File: src/hdl/dtb_pkg.sv
// Shared types and constants of the dominator tree builder.
// Used by dtb_engine and dominator_tree_builder_top; no dependencies.
package dtb_pkg;

  localparam int unsigned IdW      = 6;
  localparam int unsigned CntW     = 7;
  localparam int unsigned EdgeAw   = 8;
  localparam int unsigned EdgeCntW = 9;
  localparam int unsigned EdgeW    = 2 * IdW;
  localparam int unsigned MaxBlocks = 64;
  localparam int unsigned MaxEdges  = 256;
  localparam int unsigned StkW     = EdgeCntW + IdW;

  localparam logic CfgBlockCount = 1'b0;
  localparam logic CfgEntryBlock = 1'b1;

  typedef enum logic [4:0] {
    S_IDLE,
    S_W_SCAN,
    S_W_CHK,
    S_W_POP,
    S_N_RD,
    S_N_WR,
    S_P_RD,
    S_P_B,
    S_P_E,
    S_P_EC,
    S_M_RD,
    S_M_CMP,
    S_M_UPD,
    S_P_UPD,
    S_D_RD,
    S_D_B,
    S_D_P,
    S_D_W,
    S_O_RD,
    S_O_WR
  } state_e;

  typedef struct packed {
    logic           valid;
    logic [IdW-1:0] blk_idx;
    logic           reachable;
    logic [IdW-1:0] imm_dom;
    logic [IdW-1:0] depth;
    logic           overflow;
    logic           last;
  } res_t;

endpackage

File: src/hdl/dtb_engine.sv
// Compute sequencer: depth-first numbering, intersect passes, depths, emission.
// Holds the postorder, order, stack, dominator and depth memories. Depends on dtb_pkg.
module dtb_engine (
  input  logic                          clk_i,
  input  logic                          rst_ni,
  input  logic                          go_i,
  input  logic [dtb_pkg::CntW-1:0]      n_i,
  input  logic [dtb_pkg::IdW-1:0]       root_i,
  input  logic [dtb_pkg::EdgeCntW-1:0]  edge_total_i,
  input  logic                          ovf_i,
  input  logic [dtb_pkg::EdgeW-1:0]     edge_rd_i,
  output logic [dtb_pkg::EdgeAw-1:0]    edge_ra_o,
  output logic                          busy_o,
  output logic                          done_o,
  output dtb_pkg::res_t                 res_o
);

  localparam int unsigned IdW = dtb_pkg::IdW;
  localparam int unsigned Ids = 1 << IdW;

  dtb_pkg::state_e state_q, state_d;
  logic [dtb_pkg::CntW-1:0]     top_q, top_d, cnt_q, cnt_d, idx_q, idx_d;
  logic [IdW-1:0]               cur_b_q, cur_b_d, b_q, b_d, pick_q, pick_d;
  logic [IdW-1:0]               ma_q, ma_d, mb_q, mb_d;
  logic [dtb_pkg::EdgeCntW-1:0] cur_e_q, cur_e_d, e_q, e_d;
  logic                         have_q, have_d, chg_q, chg_d, sel_q, sel_d;
  logic [7:0]                   pass_q, pass_d;
  logic [Ids-1:0]               vis_q, vis_d, vld_q, vld_d;
  dtb_pkg::res_t                res_q, res_d;

  logic [IdW-1:0] post_mem [Ids];
  logic [IdW-1:0] ord_mem  [Ids];
  logic [dtb_pkg::StkW-1:0] stk_mem [Ids];
  logic [IdW-1:0] dom_mem  [Ids];
  logic [IdW-1:0] dep_mem  [Ids];

  logic                     post_we, ord_we, stk_we, dom_we, dep_we;
  logic [IdW-1:0]           post_wa, ord_wa, stk_wa, dom_wa, dep_wa;
  logic [IdW-1:0]           post_wd, ord_wd, dom_wd, dep_wd;
  logic [dtb_pkg::StkW-1:0] stk_wd, stk_rd_q;
  logic [IdW-1:0]           post_ra, ord_ra0, ord_ra1, stk_ra, dom_ra, dep_ra;
  logic [IdW-1:0]           post_rd_q, ord_rd0_q, ord_rd1_q, dom_rd_q, dep_rd_q;

  logic [dtb_pkg::CntW-1:0] rev;
  logic [IdW-1:0]           es, ed;

  assign rev = cnt_q - 7'd1 - idx_q;
  assign es  = edge_rd_i[dtb_pkg::EdgeW-1:IdW];
  assign ed  = edge_rd_i[IdW-1:0];

  always_ff @(posedge clk_i) begin
    if (post_we) post_mem[post_wa] <= post_wd;
    if (ord_we) ord_mem[ord_wa] <= ord_wd;
    if (stk_we) stk_mem[stk_wa] <= stk_wd;
    if (dom_we) dom_mem[dom_wa] <= dom_wd;
    if (dep_we) dep_mem[dep_wa] <= dep_wd;
    post_rd_q <= post_mem[post_ra];
    ord_rd0_q <= ord_mem[ord_ra0];
    ord_rd1_q <= ord_mem[ord_ra1];
    stk_rd_q  <= stk_mem[stk_ra];
    dom_rd_q  <= dom_mem[dom_ra];
    dep_rd_q  <= dep_mem[dep_ra];
  end

  always_ff @(posedge clk_i or negedge rst_ni) begin
    if (!rst_ni) begin
      state_q <= dtb_pkg::S_IDLE;
      top_q   <= '0;
      cnt_q   <= '0;
      idx_q   <= '0;
      cur_b_q <= '0;
      cur_e_q <= '0;
      b_q     <= '0;
      e_q     <= '0;
      pick_q  <= '0;
      ma_q    <= '0;
      mb_q    <= '0;
      have_q  <= 1'b0;
      chg_q   <= 1'b0;
      sel_q   <= 1'b0;
      pass_q  <= '0;
      vis_q   <= '0;
      vld_q   <= '0;
      res_q   <= '0;
    end else begin
      state_q <= state_d;
      top_q   <= top_d;
      cnt_q   <= cnt_d;
      idx_q   <= idx_d;
      cur_b_q <= cur_b_d;
      cur_e_q <= cur_e_d;
      b_q     <= b_d;
      e_q     <= e_d;
      pick_q  <= pick_d;
      ma_q    <= ma_d;
      mb_q    <= mb_d;
      have_q  <= have_d;
      chg_q   <= chg_d;
      sel_q   <= sel_d;
      pass_q  <= pass_d;
      vis_q   <= vis_d;
      vld_q   <= vld_d;
      res_q   <= res_d;
    end
  end

  always_comb begin
    state_d = state_q;
    top_d   = top_q;
    cnt_d   = cnt_q;
    idx_d   = idx_q;
    cur_b_d = cur_b_q;
    cur_e_d = cur_e_q;
    b_d     = b_q;
    e_d     = e_q;
    pick_d  = pick_q;
    ma_d    = ma_q;
    mb_d    = mb_q;
    have_d  = have_q;
    chg_d   = chg_q;
    sel_d   = sel_q;
    pass_d  = pass_q;
    vis_d   = vis_q;
    vld_d   = vld_q;
    res_d   = res_q;
    res_d.valid = 1'b0;
    done_o  = 1'b0;
    edge_ra_o = '0;
    post_we = 1'b0; post_wa = '0; post_wd = '0; post_ra = '0;
    ord_we  = 1'b0; ord_wa  = '0; ord_wd  = '0; ord_ra0 = '0; ord_ra1 = '0;
    stk_we  = 1'b0; stk_wa  = '0; stk_wd  = '0; stk_ra  = '0;
    dom_we  = 1'b0; dom_wa  = '0; dom_wd  = '0; dom_ra  = '0;
    dep_we  = 1'b0; dep_wa  = '0; dep_wd  = '0; dep_ra  = '0;

    case (state_q)
      dtb_pkg::S_IDLE: begin
        if (go_i) begin
          vis_d = '0;
          vld_d = '0;
          idx_d = '0;
          if (n_i == '0) begin
            done_o = 1'b1;
          end else if ({1'b0, root_i} >= n_i) begin
            state_d = dtb_pkg::S_O_RD;
          end else begin
            vis_d[root_i] = 1'b1;
            top_d   = 7'd1;
            cur_b_d = root_i;
            cur_e_d = '0;
            cnt_d   = '0;
            state_d = dtb_pkg::S_W_SCAN;
          end
        end
      end
      dtb_pkg::S_W_SCAN: begin
        if (cur_e_q >= edge_total_i) begin
          post_we = 1'b1;
          post_wa = cnt_q[IdW-1:0];
          post_wd = cur_b_q;
          cnt_d   = cnt_q + 7'd1;
          if (top_q == 7'd1) begin
            idx_d   = '0;
            state_d = dtb_pkg::S_N_RD;
          end else begin
            stk_ra  = 6'(top_q - 7'd2);
            top_d   = top_q - 7'd1;
            state_d = dtb_pkg::S_W_POP;
          end
        end else begin
          edge_ra_o = cur_e_q[dtb_pkg::EdgeAw-1:0];
          state_d   = dtb_pkg::S_W_CHK;
        end
      end
      dtb_pkg::S_W_CHK: begin
        cur_e_d = cur_e_q + 9'd1;
        if (es == cur_b_q && {1'b0, ed} < n_i && !vis_q[ed] && top_q < 7'(Ids)) begin
          stk_we = 1'b1;
          stk_wa = 6'(top_q - 7'd1);
          stk_wd = {cur_e_q + 9'd1, cur_b_q};
          cur_b_d = ed;
          cur_e_d = '0;
          top_d   = top_q + 7'd1;
          vis_d[ed] = 1'b1;
        end
        state_d = dtb_pkg::S_W_SCAN;
      end
      dtb_pkg::S_W_POP: begin
        {cur_e_d, cur_b_d} = stk_rd_q;
        state_d = dtb_pkg::S_W_SCAN;
      end
      dtb_pkg::S_N_RD: begin
        post_ra = idx_q[IdW-1:0];
        state_d = dtb_pkg::S_N_WR;
      end
      dtb_pkg::S_N_WR: begin
        ord_we = 1'b1;
        ord_wa = post_rd_q;
        ord_wd = rev[IdW-1:0];
        idx_d  = idx_q + 7'd1;
        state_d = dtb_pkg::S_N_RD;
        if (idx_q + 7'd1 == cnt_q) begin
          dom_we = 1'b1;
          dom_wa = root_i;
          dom_wd = root_i;
          vld_d[root_i] = 1'b1;
          idx_d  = '0;
          chg_d  = 1'b0;
          pass_d = 8'd1;
          state_d = dtb_pkg::S_P_RD;
        end
      end
      dtb_pkg::S_P_RD: begin
        if (idx_q == cnt_q) begin
          idx_d = '0;
          if (chg_q && pass_q < 8'(2 * Ids)) begin
            pass_d  = pass_q + 8'd1;
            chg_d   = 1'b0;
            state_d = dtb_pkg::S_P_RD;
          end else begin
            state_d = dtb_pkg::S_D_RD;
          end
        end else begin
          post_ra = rev[IdW-1:0];
          state_d = dtb_pkg::S_P_B;
        end
      end
      dtb_pkg::S_P_B: begin
        b_d = post_rd_q;
        if (post_rd_q == root_i) begin
          idx_d   = idx_q + 7'd1;
          state_d = dtb_pkg::S_P_RD;
        end else begin
          e_d     = '0;
          have_d  = 1'b0;
          state_d = dtb_pkg::S_P_E;
        end
      end
      dtb_pkg::S_P_E: begin
        if (e_q >= edge_total_i) begin
          dom_ra  = b_q;
          state_d = dtb_pkg::S_P_UPD;
        end else begin
          edge_ra_o = e_q[dtb_pkg::EdgeAw-1:0];
          state_d   = dtb_pkg::S_P_EC;
        end
      end
      dtb_pkg::S_P_EC: begin
        e_d     = e_q + 9'd1;
        state_d = dtb_pkg::S_P_E;
        if (ed == b_q && {1'b0, es} < n_i && vld_q[es]) begin
          if (!have_q) begin
            pick_d = es;
            have_d = 1'b1;
          end else begin
            ma_d    = pick_q;
            mb_d    = es;
            state_d = dtb_pkg::S_M_RD;
          end
        end
      end
      dtb_pkg::S_M_RD: begin
        if (ma_q == mb_q) begin
          pick_d  = ma_q;
          state_d = dtb_pkg::S_P_E;
        end else begin
          ord_ra0 = ma_q;
          ord_ra1 = mb_q;
          state_d = dtb_pkg::S_M_CMP;
        end
      end
      dtb_pkg::S_M_CMP: begin
        sel_d   = ord_rd0_q > ord_rd1_q;
        dom_ra  = (ord_rd0_q > ord_rd1_q) ? ma_q : mb_q;
        state_d = dtb_pkg::S_M_UPD;
      end
      dtb_pkg::S_M_UPD: begin
        if (sel_q) begin
          ma_d = dom_rd_q;
        end else begin
          mb_d = dom_rd_q;
        end
        state_d = dtb_pkg::S_M_RD;
      end
      dtb_pkg::S_P_UPD: begin
        if (have_q && !(vld_q[b_q] && dom_rd_q == pick_q)) begin
          dom_we = 1'b1;
          dom_wa = b_q;
          dom_wd = pick_q;
          vld_d[b_q] = 1'b1;
          chg_d  = 1'b1;
        end
        idx_d   = idx_q + 7'd1;
        state_d = dtb_pkg::S_P_RD;
      end
      dtb_pkg::S_D_RD: begin
        if (idx_q == cnt_q) begin
          idx_d   = '0;
          state_d = dtb_pkg::S_O_RD;
        end else begin
          post_ra = rev[IdW-1:0];
          state_d = dtb_pkg::S_D_B;
        end
      end
      dtb_pkg::S_D_B: begin
        b_d = post_rd_q;
        if (post_rd_q == root_i) begin
          dep_we  = 1'b1;
          dep_wa  = root_i;
          dep_wd  = '0;
          idx_d   = idx_q + 7'd1;
          state_d = dtb_pkg::S_D_RD;
        end else if (vld_q[post_rd_q]) begin
          dom_ra  = post_rd_q;
          state_d = dtb_pkg::S_D_P;
        end else begin
          idx_d   = idx_q + 7'd1;
          state_d = dtb_pkg::S_D_RD;
        end
      end
      dtb_pkg::S_D_P: begin
        dep_ra  = dom_rd_q;
        state_d = dtb_pkg::S_D_W;
      end
      dtb_pkg::S_D_W: begin
        dep_we  = 1'b1;
        dep_wa  = b_q;
        dep_wd  = dep_rd_q + 6'd1;
        idx_d   = idx_q + 7'd1;
        state_d = dtb_pkg::S_D_RD;
      end
      dtb_pkg::S_O_RD: begin
        dom_ra  = idx_q[IdW-1:0];
        dep_ra  = idx_q[IdW-1:0];
        state_d = dtb_pkg::S_O_WR;
      end
      dtb_pkg::S_O_WR: begin
        res_d.valid     = 1'b1;
        res_d.blk_idx   = idx_q[IdW-1:0];
        res_d.reachable = vld_q[idx_q[IdW-1:0]];
        res_d.imm_dom   = vld_q[idx_q[IdW-1:0]] ? dom_rd_q : '0;
        res_d.depth     = vld_q[idx_q[IdW-1:0]] ? dep_rd_q : '0;
        res_d.overflow  = ovf_i;
        res_d.last      = (idx_q + 7'd1 == n_i);
        idx_d   = idx_q + 7'd1;
        state_d = dtb_pkg::S_O_RD;
        if (idx_q + 7'd1 == n_i) begin
          done_o  = 1'b1;
          state_d = dtb_pkg::S_IDLE;
        end
      end
      default: begin
        state_d = dtb_pkg::S_IDLE;
      end
    endcase
  end

  assign busy_o = (state_q != dtb_pkg::S_IDLE);
  assign res_o  = res_q;

  a_stack_bound: assert property (@(posedge clk_i) disable iff (!rst_ni)
    busy_o |-> top_q <= 7'(Ids))
    else $error("walk stack past capacity");
  a_result_from_run: assert property (@(posedge clk_i) disable iff (!rst_ni)
    res_q.valid |-> $past(state_q == dtb_pkg::S_O_WR))
    else $error("result strobe outside emission");
  a_root_valid: assert property (@(posedge clk_i) disable iff (!rst_ni)
    (state_q == dtb_pkg::S_P_RD) |-> vld_q[root_i])
    else $error("entry block lost its dominator during passes");
  a_done_idle: assert property (@(posedge clk_i) disable iff (!rst_ni)
    done_o |=> state_q == dtb_pkg::S_IDLE)
    else $error("sequencer still running after completion");

endmodule
File: config.mk
export PLATFORM = sky130hd
export DESIGN_NAME = dtb_engine
export DESIGN_NICKNAME = d
export VERILOG_FILES = /design/src/hdl/dtb_pkg.sv /design/src/hdl/dtb_engine.sv
export SDC_FILE = /design/constraint.sdc
export NUM_CORES = 2
export LEC_CHECK = 0
export BUFFER_PORTS_ARGS = -buffer_cell sky130_fd_sc_hd__buf_2
export CAP_MARGIN = 20
export CORE_MARGIN = 2
export CORE_UTILIZATION = 40
export DETAILED_ROUTE_END_ITERATION = 7
export SLEW_MARGIN = 0
export SYNTH_ARGS = -nofsm -noshare
export SYNTH_HDL_FRONTEND = slang
export SYNTH_SLANG_ARGS = --single-unit
File: constraint.sdc
create_clock -name clk_i -period 6.1 [get_ports clk_i]
set_clock_uncertainty 0.2 [all_clocks]
set_input_delay 0.61 -clock clk_i [delete_from_list [all_inputs] [get_ports clk_i]]
set_output_delay 0.61 -clock clk_i [all_outputs]
set_load 0.05 [all_outputs]
==> impl_metrics.env <==
export IMPL_rrSetupSlack_ns=0.71
export IMPL_end_kind="output port"
export IMPL_max_freq_mhz=180
export IMPL_cp_required_ns=5.29
export IMPL_max_vdd_ir_drop_mv=0.314
export IMPL_yosys_area_share_simple_pct=10.3
export IMPL_syn_area_per_cell_sq_um=13.0
export IMPL_hpwl_mm=244
export IMPL_die_h_um=555
export IMPL_h_tree_depth=5
export IMPL_postSynthCellCount=9325
export IMPL_power_density_mw_per_mm2=385
export IMPL_io_pins=70
export IMPL_leakage_nw=47.9
export IMPL_r2r_start="post_rd_q[0]"
export IMPL_layout_common_cells="edfxtp_1 (2,496), nand2_1 (1,287), nor2_1 (671)"
export IMPL_drv_cap=0
export IMPL_clkTransAtPathRegs_ns=0.06
export IMPL_final_common_cell="edfxtp_1"
export IMPL_area_growth_pct=13.1
export IMPL_criticalPathCategory="flop to output port"
export IMPL_cts_setup_buffers=0
export IMPL_grt_pass1_vias=81714
export IMPL_post_place_ws_ns=0.797
export IMPL_synthArstFlopShare_pct=8.47
export IMPL_synth_seq_cells=2776
export IMPL_final_cell_count_no_fill=13601
export IMPL_postCtsHoldBufs=5
export IMPL_hold_class="input pin to async pin"
export IMPL_syn_nets=9421
export IMPL_worst_pin_slew_ns=1.16
export IMPL_max_slew_margin_pct=22.1
export IMPL_status="finished, violations left"
export IMPL_clockBufferDepth=4
export IMPL_start_kind="flop"
export IMPL_drive_gt1_share_pct=13.1
export IMPL_synth_warnings=0
export IMPL_wl_per_cell_um=28.4
export IMPL_synth_compound_area_share_pct=12.3
export IMPL_yosysSeqAreaShare_pct=67.4
export IMPL_cts_resized=0
export IMPL_post_route_min_period_ns=5.57
export IMPL_ys_flop_type="edfxtp_1"
export IMPL_via_per_inst=6.19
export IMPL_die_w_um=555
export IMPL_clk_latency_ns=0.94
export IMPL_rsz0062_at_grt="false"
export IMPL_period_share_pct=91.3
export IMPL_fin_ws_ns=0.529
export IMPL_drtIter0Drc=11000
export IMPL_worstPathMaxFanout=8
export IMPL_grt_pass1_wl_mm=561
export IMPL_ant_nets=0
export IMPL_drt_pass1_iterations=8
export IMPL_synth_xor_area_share_pct=0.555
export IMPL_cts_sinks=2776
export IMPL_clockRootBuffer="clkbuf_16"
export IMPL_finalHoldViolCount=0
export IMPL_grt_start_max_net_pins=125
export IMPL_via_count=84209
export IMPL_violations="DRC"
export IMPL_cts_tree="yes"
export IMPL_cts_made_buffers=302
export IMPL_synth_mux_area_share_pct=6.29
export IMPL_dpl_cell_count=13028
export IMPL_grt_antenna_before_repair=31
export IMPL_layout_nets=9460
export IMPL_synth_edff_count=2496
export IMPL_start_util_pct=40.1
export IMPL_hold_slack_ns=0.0458
export IMPL_synth_area_sq_mm=0.121
export IMPL_setup_viol=0
export IMPL_worstPathArrival_ns=4.76
export IMPL_synthAdderAreaFrac_pct=0.604
export IMPL_drc=18
export IMPL_track_usage_pct=24.3
export IMPL_crit_start="cur_e_q[0]"
export IMPL_reg2reg_depth=13
export IMPL_dieArea_sq_mm=0.308
export IMPL_synth_top_family_by_area="compound AO/OA/AOI/OAI gates"
export IMPL_port_buffers=69
export IMPL_drv_slew=0
export IMPL_r2r_end="dom_rd_q[1]"
export IMPL_wirelength_mm=387
export IMPL_grt_overflow=0
export IMPL_setup_tns_ns=0
export IMPL_core_rowCount=202
export IMPL_fp_coreArea_sq_mm=0.302
export IMPL_synth_cell_types=95
export IMPL_gp_congestion=0.968
## how the worst max path moves through the flow
| stage | end | cells after the start |
|---|---|---|
| 2_1_floorplan | stk_mem[0][14] | 10 |
| 3_3_place_gp | dom_rd_q[1] | 13 |
| 3_5_place_dp | dom_rd_q[1] | 13 |
| 4_1_cts | edge_ra_o[6] | 12 |
| 5_1_grt | edge_ra_o[1] | 12 |
| 6_report | edge_ra_o[7] | 12 |
## registers in the layout (all words and copies together) (netlist names), 7 cells and up
register,flops
top_q,7
pass_q,8
e_q,9
stk_mem,960
stk_rd_q,15
dep_mem,384
dom_mem,384
res_o,22
vis_q,64
ord_mem,384
idx_q,7
cur_e_q,9
post_mem,384
vld_q,64
cnt_q,7
## area by class of cell
class / instances / area, sq um
fill: 26747 / 165000
sequential: 2776 / 81700
multi-input combinational: 5796 / 37000
clock buffer: 396 / 8100
tap: 3978 / 4980
timing repair buffer: 424 / 3510
clock inverter: 150 / 1570
inverter: 64 / 240
antenna: 17 / 42.5
## critical path, stage by stage, from the launching register on
cell and delay (ns):
dfrtp_1 0.46, inv_1 0.13, ha_1 0.28, nand2b_1 0.14
a21o_1 0.18, a21o_1 0.17, a21o_1 0.16, a21oi_1 0.41
o21bai_1 0.25, a21o_1 0.34, nor2_1 0.71, a22o_1 0.31
buf_2 0.28
## power by group
group	switching (mW)	leakage [nW]	internal (mW)
clock network	7.75	4.67	10.3
logic	8.87	14.9	3.74
registers	0.906	28.3	21.2
total	17.5	47.9	35.2
## logic make-up after synthesis
kind of cell,Yosys count
xor+xnor,76
fa+ha+maj,58
simple gates,2864
buf+inv,753
compound gates,2236
flops,2776
mux,562
## metal layers
layer / track usage [%] / share of wire [%] / vias to the layer above
met4: 12.1 / 5.2 / 14
met2: 38.5 / 47 / 4751
met3: 4.20 / 9.0 / 988
li1: - / - / 36064
met5: 0 / 0.022 / -
met1: 32.4 / 39 / 42392
## through the flow
stage	utilization (%)	total power [mW]	cell area, sq um
after floorplan	-	29.6	121000
after global placement	42.1	34.6	127000
after detailed placement	42.1	34.7	127000
after CTS	45.3	52.6	137000
after global routing	45.4	54.3	137000
final	45.4	52.8	137000
## cell usage after synthesis (60+ instances only)
master / count / area share [%]
a211oi_1: 253 / 1.6
a21oi_1: 453 / 1.9
a311oi_1: 103 / 0.74
a31oi_1: 151 / 0.78
and2_1: 107 / 0.55
and3_1: 113 / 0.58
buf_1: 81 / 0.25
buf_2: 113 / 0.47
clkbuf_1: 470 / 1.5
dfrtp_1: 235 / 4.8
edfxtp_1: 2496 / 62
inv_1: 60 / 0.19
mux2_2: 146 / 1.4
mux2i_1: 270 / 2.2
mux4_2: 146 / 2.7
nand2_1: 1295 / 4.0
nand3_1: 335 / 1.4
nor2_1: 704 / 2.2
nor3_1: 70 / 0.29
o211ai_1: 65 / 0.40
o21ai_0: 333 / 1.4
o221ai_1: 101 / 0.73
o22ai_1: 343 / 1.8
Power figures use the tool's default switching activity.
